==> src/rrs_pkg.sv <==
package rrs_pkg;

  // default address width and queue depth
  localparam int ADDR_WIDTH_DEF  = 64;
  localparam int QUEUE_DEPTH_DEF = 4;

  // stream and register port widths
  localparam int S_TDATA_W = 72;
  localparam int M_TDATA_W = 72;
  localparam int FIELD_W   = 64;
  localparam int PDATA_W   = 64;
  localparam int PADDR_W   = 4;

  // register map
  localparam logic [PADDR_W-1:0] REG_TARGET_ADDRESS = 4'h0;

  // instruction shape
  localparam int          HIST_DEPTH  = 6;
  localparam int          CAND_LEN    = 7;
  localparam logic [7:0]  REX_W_LO    = 8'h48;
  localparam logic [7:0]  REX_W_HI    = 8'h4F;
  localparam logic [7:0]  OP_LEA      = 8'h8D;
  localparam logic [7:0]  OP_MOV      = 8'h8B;
  localparam logic [7:0]  MODRM_MASK  = 8'hC7;
  localparam logic [7:0]  MODRM_RIP   = 8'h05;

  // match status codes
  localparam logic [1:0] STATUS_NONE      = 2'd0;
  localparam logic [1:0] STATUS_UNIQUE    = 2'd1;
  localparam logic [1:0] STATUS_AMBIGUOUS = 2'd2;

  // classified byte handed from front to back
  typedef struct packed {
    logic        cand;
    logic        last;
    logic [31:0] disp;
  } rrs_rec_t;

  // rex.w, lea/mov, modrm with mod 00 rm 101
  function automatic logic shape_ok(input logic [7:0] rex, input logic [7:0] op,
                                    input logic [7:0] modrm);
    logic rex_ok;
    logic op_ok;
    rex_ok = (rex >= REX_W_LO) && (rex <= REX_W_HI);
    op_ok  = (op == OP_LEA) || (op == OP_MOV);
    return rex_ok && op_ok && ((modrm & MODRM_MASK) == MODRM_RIP);
  endfunction

endpackage

==> src/rrs_front.sv <==
module rrs_front #(
  parameter int ADDR_WIDTH = rrs_pkg::ADDR_WIDTH_DEF
) (
  input  logic                  clk,
  input  logic                  rst,
  input  logic                  in_valid,
  output logic                  in_ready,
  input  logic [7:0]            code_byte,
  input  logic [63:0]           byte_address,
  input  logic                  window_first,
  input  logic                  scan_last,
  output logic                  q_valid,
  input  logic                  q_ready,
  output rrs_pkg::rrs_rec_t     q_rec,
  output logic [ADDR_WIDTH-1:0] q_addr
);

  logic [7:0] hist [rrs_pkg::HIST_DEPTH];
  logic [2:0] fill;
  logic       take;

  assign in_ready = q_ready;
  assign q_valid  = in_valid;
  assign take     = in_valid && q_ready;

  // classify the candidate ending at this byte
  always_comb begin
    q_rec.cand = !window_first && (fill == 3'(rrs_pkg::HIST_DEPTH)) &&
                 rrs_pkg::shape_ok(hist[0], hist[1], hist[2]);
    q_rec.last = scan_last;
    q_rec.disp = {code_byte, hist[5], hist[4], hist[3]};
    q_addr     = ADDR_WIDTH'(byte_address);
  end

  // byte history, only bytes counted by fill are ever looked at
  always_ff @(posedge clk) begin
    if (take) begin
      for (int k = 0; k < rrs_pkg::HIST_DEPTH - 1; k++) begin
        hist[k] <= hist[k+1];
      end
      hist[rrs_pkg::HIST_DEPTH-1] <= code_byte;
    end
  end

  // fill count, restarted by a new window and cleared after the scan ends
  always_ff @(posedge clk) begin
    if (rst) begin
      fill <= '0;
    end else if (take) begin
      priority if (scan_last) begin
        fill <= '0;
      end else if (window_first) begin
        fill <= 3'd1;
      end else if (fill != 3'(rrs_pkg::HIST_DEPTH)) begin
        fill <= fill + 3'd1;
      end
    end
  end

endmodule

==> src/rrs_fifo.sv <==
module rrs_fifo #(
  parameter int WIDTH = 8,
  parameter int DEPTH = rrs_pkg::QUEUE_DEPTH_DEF
) (
  input  logic             clk,
  input  logic             rst,
  input  logic             in_valid,
  output logic             in_ready,
  input  logic [WIDTH-1:0] in_data,
  output logic             out_valid,
  input  logic             out_ready,
  output logic [WIDTH-1:0] out_data
);

  localparam int PTR_W = (DEPTH > 1) ? $clog2(DEPTH) : 1;
  localparam int CNT_W = $clog2(DEPTH + 1);

  logic [WIDTH-1:0] mem [DEPTH];
  logic [PTR_W-1:0] wr_ptr;
  logic [PTR_W-1:0] rd_ptr;
  logic [CNT_W-1:0] count;
  logic             push;
  logic             pop;

  assign in_ready  = (count != CNT_W'(DEPTH));
  assign out_valid = (count != '0);
  assign out_data  = mem[rd_ptr];
  assign push      = in_valid && in_ready;
  assign pop       = out_valid && out_ready;

  // storage
  always_ff @(posedge clk) begin
    if (push) begin
      mem[wr_ptr] <= in_data;
    end
  end

  // pointers and occupancy
  always_ff @(posedge clk) begin
    if (rst) begin
      wr_ptr <= '0;
      rd_ptr <= '0;
      count  <= '0;
    end else begin
      if (push) begin
        wr_ptr <= (wr_ptr == PTR_W'(DEPTH - 1)) ? '0 : wr_ptr + PTR_W'(1);
      end
      if (pop) begin
        rd_ptr <= (rd_ptr == PTR_W'(DEPTH - 1)) ? '0 : rd_ptr + PTR_W'(1);
      end
      unique case ({push, pop})
        2'b10:   count <= count + CNT_W'(1);
        2'b01:   count <= count - CNT_W'(1);
        default: count <= count;
      endcase
    end
  end

endmodule

==> src/rrs_back.sv <==
module rrs_back #(
  parameter int ADDR_WIDTH = rrs_pkg::ADDR_WIDTH_DEF
) (
  input  logic                  clk,
  input  logic                  rst,
  input  logic [63:0]           target_address,
  input  logic                  q_valid,
  output logic                  q_ready,
  input  rrs_pkg::rrs_rec_t     q_rec,
  input  logic [ADDR_WIDTH-1:0] q_addr,
  output logic                  out_valid,
  input  logic                  out_ready,
  output logic [1:0]            match_status,
  output logic [63:0]           site_address
);

  logic [1:0]            hit_count;
  logic [ADDR_WIDTH-1:0] lead_site;
  logic [1:0]            hit_count_next;
  logic [ADDR_WIDTH-1:0] lead_site_next;
  logic [ADDR_WIDTH-1:0] target;
  logic                  hit;
  logic                  pop;

  // a scan end waits for the output register, other bytes drain freely
  assign q_ready = !q_rec.last || !out_valid || out_ready;
  assign pop     = q_valid && q_ready;

  // resolve rip-relative target and count hits
  always_comb begin
    target = q_addr + ADDR_WIDTH'(1) + ADDR_WIDTH'(signed'(q_rec.disp));
    hit    = q_rec.cand && (64'(target) == target_address);
    hit_count_next = hit_count;
    lead_site_next = lead_site;
    if (hit) begin
      if (hit_count == rrs_pkg::STATUS_NONE) begin
        hit_count_next = rrs_pkg::STATUS_UNIQUE;
        lead_site_next = q_addr - ADDR_WIDTH'(rrs_pkg::CAND_LEN - 1);
      end else begin
        hit_count_next = rrs_pkg::STATUS_AMBIGUOUS;
      end
    end
  end

  // scan state, cleared once the result is taken into the output register
  always_ff @(posedge clk) begin
    if (rst) begin
      hit_count <= rrs_pkg::STATUS_NONE;
      lead_site <= '0;
    end else if (pop) begin
      if (q_rec.last) begin
        hit_count <= rrs_pkg::STATUS_NONE;
        lead_site <= '0;
      end else begin
        hit_count <= hit_count_next;
        lead_site <= lead_site_next;
      end
    end
  end

  // output register
  always_ff @(posedge clk) begin
    if (rst) begin
      out_valid <= 1'b0;
    end else if (pop && q_rec.last) begin
      out_valid <= 1'b1;
    end else if (out_ready) begin
      out_valid <= 1'b0;
    end
  end

  always_ff @(posedge clk) begin
    if (pop && q_rec.last) begin
      match_status <= hit_count_next;
      site_address <= (hit_count_next == rrs_pkg::STATUS_UNIQUE) ?
                      64'(lead_site_next) : '0;
    end
  end

endmodule

==> src/rip_relative_reference_scanner_core.sv <==
// Scans a stream of x86-64 code bytes, one byte per cycle, for 7-byte RIP-relative lea/mov
// forms (REX.W, 8D or 8B, ModRM mod 00 rm 101, disp32) whose target equals target_address.
// Bytes are taken at one per clock for as long as the result side keeps up; a front stage
// classifies each byte against the six-byte history, a queue of QUEUE_DEPTH entries holds
// them, and a back stage does the 64-bit target add and compare and keeps the hit count.
// The result (none, unique with its site, or ambiguous) of the byte marked by s_tlast waits
// in an output register; only a scan end that meets a result held there waits in the queue.
// s_tuser marks the first byte of a window, which restarts the history. The user writes
// target_address over the APB port only while the block is idle; this is not enforced.
module rip_relative_reference_scanner_core #(
  parameter int ADDR_WIDTH  = rrs_pkg::ADDR_WIDTH_DEF,
  parameter int QUEUE_DEPTH = rrs_pkg::QUEUE_DEPTH_DEF
) (
  input  logic                          clk,
  input  logic                          rst,
  // input bytes
  input  logic                          s_tvalid,
  output logic                          s_tready,
  input  logic [rrs_pkg::S_TDATA_W-1:0] s_tdata,  // code_byte[7:0], byte_address[71:8]
  input  logic                          s_tuser,  // window_first
  input  logic                          s_tlast,  // scan_last
  // results
  output logic                          m_tvalid,
  input  logic                          m_tready,
  output logic [rrs_pkg::M_TDATA_W-1:0] m_tdata,  // match_status[1:0], site_address[65:2],
                                                  // zero [71:66]
  // register port
  input  logic                          psel,
  input  logic                          penable,
  input  logic                          pwrite,
  input  logic [rrs_pkg::PADDR_W-1:0]   paddr,
  input  logic [rrs_pkg::PDATA_W-1:0]   pwdata,
  output logic [rrs_pkg::PDATA_W-1:0]   prdata,
  output logic                          pready
);

  localparam int REC_W = $bits(rrs_pkg::rrs_rec_t);
  localparam int Q_W   = REC_W + ADDR_WIDTH;

  logic [63:0]           target_address;
  logic                  f_valid;
  logic                  f_ready;
  rrs_pkg::rrs_rec_t     f_rec;
  logic [ADDR_WIDTH-1:0] f_addr;
  logic                  b_valid;
  logic                  b_ready;
  logic [Q_W-1:0]        b_data;
  rrs_pkg::rrs_rec_t     b_rec;
  logic [ADDR_WIDTH-1:0] b_addr;
  logic [1:0]            match_status;
  logic [63:0]           site_address;

  // register port
  assign pready = 1'b1;
  assign prdata = (paddr == rrs_pkg::REG_TARGET_ADDRESS) ? target_address : '0;

  always_ff @(posedge clk) begin
    if (rst) begin
      target_address <= '0;
    end else if (psel && penable && pwrite && pready &&
                 (paddr == rrs_pkg::REG_TARGET_ADDRESS)) begin
      target_address <= pwdata;
    end
  end

  // front: history and candidate shape
  rrs_front #(.ADDR_WIDTH(ADDR_WIDTH)) u_front (
    .clk          (clk),
    .rst          (rst),
    .in_valid     (s_tvalid),
    .in_ready     (s_tready),
    .code_byte    (s_tdata[7:0]),
    .byte_address (s_tdata[71:8]),
    .window_first (s_tuser),
    .scan_last    (s_tlast),
    .q_valid      (f_valid),
    .q_ready      (f_ready),
    .q_rec        (f_rec),
    .q_addr       (f_addr)
  );

  // queue between front and back
  rrs_fifo #(.WIDTH(Q_W), .DEPTH(QUEUE_DEPTH)) u_queue (
    .clk       (clk),
    .rst       (rst),
    .in_valid  (f_valid),
    .in_ready  (f_ready),
    .in_data   ({f_rec, f_addr}),
    .out_valid (b_valid),
    .out_ready (b_ready),
    .out_data  (b_data)
  );

  assign b_rec  = b_data[Q_W-1:ADDR_WIDTH];
  assign b_addr = b_data[ADDR_WIDTH-1:0];

  // back: target compare, hit count and result
  rrs_back #(.ADDR_WIDTH(ADDR_WIDTH)) u_back (
    .clk            (clk),
    .rst            (rst),
    .target_address (target_address),
    .q_valid        (b_valid),
    .q_ready        (b_ready),
    .q_rec          (b_rec),
    .q_addr         (b_addr),
    .out_valid      (m_tvalid),
    .out_ready      (m_tready),
    .match_status   (match_status),
    .site_address   (site_address)
  );

  assign m_tdata = {6'd0, site_address, match_status};

endmodule

==> config.mk <==
export PLATFORM = sky130hd
export DESIGN_NAME = rip_relative_reference_scanner_core
export DESIGN_NICKNAME = d
export VERILOG_FILES = /design/src/rrs_pkg.sv /design/src/rrs_front.sv /design/src/rrs_fifo.sv /design/src/rrs_back.sv /design/src/rip_relative_reference_scanner_core.sv
export SDC_FILE = /design/constraint.sdc
export NUM_CORES = 1
export LEC_CHECK = 0
export ABC_AREA = 1
export BUFFER_PORTS_ARGS = -buffer_cell sky130_fd_sc_hd__buf_2
export CAP_MARGIN = 10
export CORE_MARGIN = 2
export CORE_UTILIZATION = 55
export CTS_CLUSTER_DIAMETER = 40
export DETAILED_ROUTE_END_ITERATION = 10
export GPL_TIMING_DRIVEN = 0
export PLACE_DENSITY = 0.74
export SYNTH_ARGS = -nofsm -noshare
export SYNTH_HDL_FRONTEND = slang
export SYNTH_HIERARCHICAL = 1
export SYNTH_SLANG_ARGS = --single-unit
==> constraint.sdc <==
create_clock -name clk -period 9.5 [get_ports clk]
set_input_delay 2.85 -clock clk [delete_from_list [all_inputs] [get_ports clk]]
set_output_delay 2.85 -clock clk [all_outputs]
set_load 0.05 [all_outputs]
## After elaboration in Yosys (flattened, before gate mapping)

Memories as Yosys holds them, arrays and structs flattened. A register that Yosys moved wholly into a read port is not among the register bits.
Index checks and enable logic that the tools add are counted.

- Register bits: 207
- Logic and storage cells: 78
- Input bits: 149
- RAM bits: 440
- Memories kept: 2
- Output and inout port bits: 139

- Reductions and logical operators: 25
- Eq/ne operators: 12
- Add/sub/neg operators: 8
- Magnitude comparators: 2
- Mux-type cells: 19

Memory list:

| name | depth | bits a word | read ports | clocked after Yosys merged registers in | wr ports | RTL line | text |
|---|---|---|---|---|---|---|---|
| u_queue.mem | 4 | 98 | 1 | 1 | 1 | rrs_fifo.sv:18 | `logic [WIDTH-1:0] mem [DEPTH];` |
| u_front.hist | 6 | 8 | 6 | 0 | 6 | rrs_front.sv:18 | `logic [7:0] hist [rrs_pkg::HIST_DEPTH];` |

Operator list:

| kind | count |
|---|---|
| $mux W64 | 4 |
| $add A64 B1 Y64 const B | 1 |
| $add A64 B64 Y64 | 1 |
| $eq A64 B64 Y1 | 1 |
| $sub A64 B3 Y64 const B | 1 |
| $eq A8 B8 Y1 const B | 2 |
| $mux W2 | 7 |
| $logic_and A1 B1 Y1 | 12 |
| $mux W3 | 3 |
| $ge A8 B7 Y1 const B | 1 |
| $le A8 B7 Y1 const B | 1 |
| $add A3 B1 Y3 const B | 2 |
| $eq A2 B2 Y1 const B | 3 |
| $ne A3 B3 Y1 const B | 2 |
| $pmux W3 S2 | 1 |
| $reduce_bool A3 Y1 | 2 |
| $eq A5 B3 Y1 const B | 1 |
| $add A2 B1 Y2 const B | 2 |
| $eq A2 B1 Y1 const B | 2 |
| $logic_not A4 Y1 | 1 |
| $mux W1 | 4 |
| $reduce_bool A2 Y1 | 2 |
| $eq A3 B3 Y1 const B | 1 |
| $logic_not A1 Y1 | 3 |
| 4 further kinds | 6 |

## Logic depth before layout (Yosys ltp)

- Depth after elaboration: 6
- Mapped depth: 34
- Depth with buffers taken out: 29

## Hierarchy

The synthesis kept the hierarchy.

By module, submodules not included:

| module | cells an instance | seq. area each (um2) | area an instance (um2) | times used |
|---|---|---|---|---|
| rrs_fifo | 1018 | 11951.5 | 15009.4 | 1 |
| rrs_back | 2439 | 3323.2 | 14376.3 | 1 |
| rip_relative_reference_scanner_core | 569 | 1281.2 | 3509.6 | 1 |
| rrs_front | 169 | 1411.4 | 2197.1 | 1 |

## Least setup slack after synthesis

No wires, ideal clock.

- Kind: input-to-reg
- From: input s_tvalid
- To: memory u_queue/mem[0][0] (netlist bit) (enable)
- Library setup time: 0.556 ns
- Arrival: 7.176 ns
- Stages on the path: 3
- Data required time: 8.944 ns
- Setup slack: 1.768 ns
- Buffers on the path: 1
- Cell sequence: buf_4 nand2_1 nor2_1

- Cells in the longest elaborated chain, start to end: 3

Ends and longest elaborated chain:

| what | RTL line | text |
|---|---|---|
| from (decl) | rip_relative_reference_scanner_core.sv:17 | `input logic s_tvalid,` |
| $logic_and A1 B1 Y1 | rrs_fifo.sv:28 | `assign push = in_valid && in_ready;` |
| $mux W1 | rrs_fifo.sv:33 | `if (push) begin` |
| $mux W1 (implied by the code) | rrs_fifo.sv:34 | `mem[wr_ptr] <= in_data;` |
| to (decl) | rrs_fifo.sv:18 |  |

Every way passes these cells.

## Worst setup path after layout

- From: input paddr[1] (netlist bit)
- To: output prdata[25] (netlist bit)

- Cells in the longest elaborated chain, start to end: 2

Ends and longest elaborated chain:

| what | RTL line | text |
|---|---|---|
| from (decl) | rip_relative_reference_scanner_core.sv:31 | `input logic [rrs_pkg::PADDR_W-1:0] paddr,` |
| $logic_not A4 Y1 | rip_relative_reference_scanner_core.sv:55 | `assign prdata = (paddr == rrs_pkg::REG_TARGET_ADDRESS) ? target_address : '0;` |
| $mux W64 | rip_relative_reference_scanner_core.sv:55 |  |
| to (decl) | rip_relative_reference_scanner_core.sv:33 | `output logic [rrs_pkg::PDATA_W-1:0] prdata,` |

Every way passes these cells.

==> results.json <==
{
  "start_util_pct": 55.6,
  "cts_repair_resize_count": 0,
  "synth_area_mm2": 0.0351,
  "critPathLaunchType": "primary input",
  "path_common_cell": "buf_2",
  "muxShareOfSynthArea_pct": 0,
  "cp.required_ns": 6.65,
  "grt_use_met3_pct": 5.09,
  "synth_xor_area_share_pct": 3.29,
  "finalWorstSetupSlack_ns": 2.51,
  "synth_seq_area_share_pct": 51.2,
  "place_ws_ns": 2.45,
  "hold_path.class": "reg2reg",
  "antenna_found_initial": 2,
  "die_y_um": 257,
  "fin_skew_ns": 0.0311,
  "fillCellCount": 5299,
  "yosysUniqueCellTypes": 47,
  "critical-path-top-delay-family": "buffers and inverters",
  "die_w_um": 257,
  "synth_flop_cell": "edfxtp_1",
  "num_vias": 29500,
  "grtUsageMet1_pct": 40.6,
  "gr-usage-met2_pct": 50.3,
  "worstPathCellList": "buf_2 -> nor2_1 -> nand2_2 -> buf_2 -> buf_2 -> nor2_1 -> buf_2",
  "arrival_ns": 4.14,
  "ioPinCount": 288,
  "synth-edff-count": 503,
  "fmax_ghz": 0.143,
  "finalCriticalPeriod_ns": 6.99,
  "crit_cells": 7,
  "vias_per_cell": 5.43,
  "max_stage_delay_ns": 0.30,
  "hold_depth": 0,
  "rows": 92,
  "crit_buf_inv": 4,
  "clk_latency_ns": 0.65,
  "post_cts_buffers": 0,
  "clkSinkCount": 646,
  "yosysWarnings": 6,
  "core_mm2": 0.0631,
  "period_share_pct": 73.6,
  "yosys-top-cells-area": "edfxtp_1, nand2_1, dfxtp_1",
  "final_cell_mix": "nand2_1, nor2_1, inv_1",
  "grt_pass1_wl_mm": 154,
  "place_congestion": 1.03,
  "slew_violations": 0,
  "endpoint_kind": "output pin",
  "ys_ff_latch": 646,
  "rr_worst_depth": 27,
  "hold_violations": 0,
  "async_flop_share_pct": 0,
  "dpl.hpwl_mm": 76.7,
  "routed_wl_mm": 103,
  "cts_buffer_depth": 3,
  "synth_top_area_share_pct": 43.0,
  "overflow": 0,
  "yosys.area.top_type": "edfxtp_1",
  "drtPass1Iterations": 6,
  "wl_per_cell_um": 18.9,
  "clockRootBuffer": "clkbuf_16",
  "synth_compound_area_share_pct": 6.79,
  "cp_slowest_cell": "buf_2",
  "rsz0062_at_grt": "no",
  "worst_slew_pin_slew_ns": 1.20,
  "crit_type": "in2out",
  "relSlewSlack_pct": 19.8,
  "grt_use_total_pct": 30.7,
  "portBuffers": 216,
  "synth_top_family_by_area": "simple AND/OR/NAND/NOR gates",
  "postSynthCellCount": 4195,
  "drt_iter0_markers": 3180,
  "nNetsFinal": 4741,
  "grt_max_degree": 68,
  "setup_violations": 0,
  "grt_pass1_vias": 27400,
  "cts_buffers": 82,
  "drc": 0,
  "busiest_layer": "met2",
  "cap_viol_max_count": 0,
  "drive_gt1_share_pct": 14.1,
  "die_area_mm2": 0.0658,
  "area_delta_synth_final_pct": 15.8,
  "ant_nets": 0,
  "synth-simple-area-share_pct": 24.6,
  "syn_avg_cell_area_um2": 8.37,
  "cts_tree": "built",
  "synthAdderAreaFrac_pct": 2.68,
  "clkTransAtPathRegs_ns": 0.06,
  "final_common_cell": "nand2_1",
  "cp_max_fo": 10,
  "cts.htree.levels": 3,
  "rrSetupSlack_ns": 3.60,
  "status": "finished, final reports clean",
  "cts-hold-fix-buffers": 0
}
worst paths after layout:
check | from | end
max | paddr[1] | prdata[25]
min | u_front/hist[2][4] | u_front/hist[1][4]
max reg2reg | flip-flop | u_back/site_address[12]
min reg2reg | u_front/hist[2][4] | u_front/hist[1][4]
stage by stage:
step                      cell area, µm²  hold slack, ns  std cells  TNS (ns)  util (%)
final                              40600           0.425       5433         0      64.4
after global routing               40600           0.441       5432         0      64.4
after CTS                          40600           0.429       5432         0      64.4
after detailed placement           37700           0.417       5280         0      59.8
after global placement             37300           0.401       5262   -515.31      59.1
after floorplan                    35100           0.400       4200         0         -
logic make-up (layout without fill, tap and decap cells):
logic type      after synthesis  after routing
other cells                   2              8
buf+inv                     848           1234
simple gates               2050           2050
flops                       646            646
compound gates              445            445
xor+xnor                    130            130
fa+ha+maj                    74             74
synth_stat cells (47+ instances only):
master / number
nor2_1: 614
nand3_1: 218
dfxtp_1: 143
edfxtp_1: 503
xor2_1: 76
nand4_1: 92
inv_1: 602
nand2_1: 974
o22ai_1: 98
ha_1: 72
o21ai_0: 162
xnor2_1: 53
buf_4: 107
o21ai_1: 47
clkbuf_1: 47
a21oi_1: 126
nor2_2: 69
layout make-up:
type                       instances  area (µm²)  share of cell area [%]
clock inverter                    50         754                    1.86
tap                              846        1060                    2.60
timing repair buffer             234        1480                    3.64
antenna                            1        2.50                 0.00616
buffer                           232        1700                    4.17
inverter                         616        2320                    5.71
sequential                       646       18000                    44.2
multi-input combinational       2706       13200                    32.4
clock buffer                     102        2190                    5.39
sequential cells by signal, indices dropped and copies added, names as in the netlist, named ones only:
| register | cells |
|---|---|
| u_queue/mem | 392 |
| target_address | 64 |
| u_back/lead_site | 64 |
| u_back/site_address | 64 |
| u_front/hist | 45 |
| u_front/fill | 3 |
| u_queue/count | 3 |
| u_back/hit_count | 2 |
| u_back/match_status | 2 |
| u_queue/rd_ptr | 2 |
| u_queue/wr_ptr | 2 |
| u_back/out_valid | 1 |
per-layer routing:
metal	vias to the layer above	wire length [µm]
met1	13600	41100
li1	14200	-
met5	-	17
met4	2	4310
met3	253	9740
met2	1483	47700
Power is not shown: default switching activity piles up to over one toggle a cycle in this logic, so the estimate is an artifact.
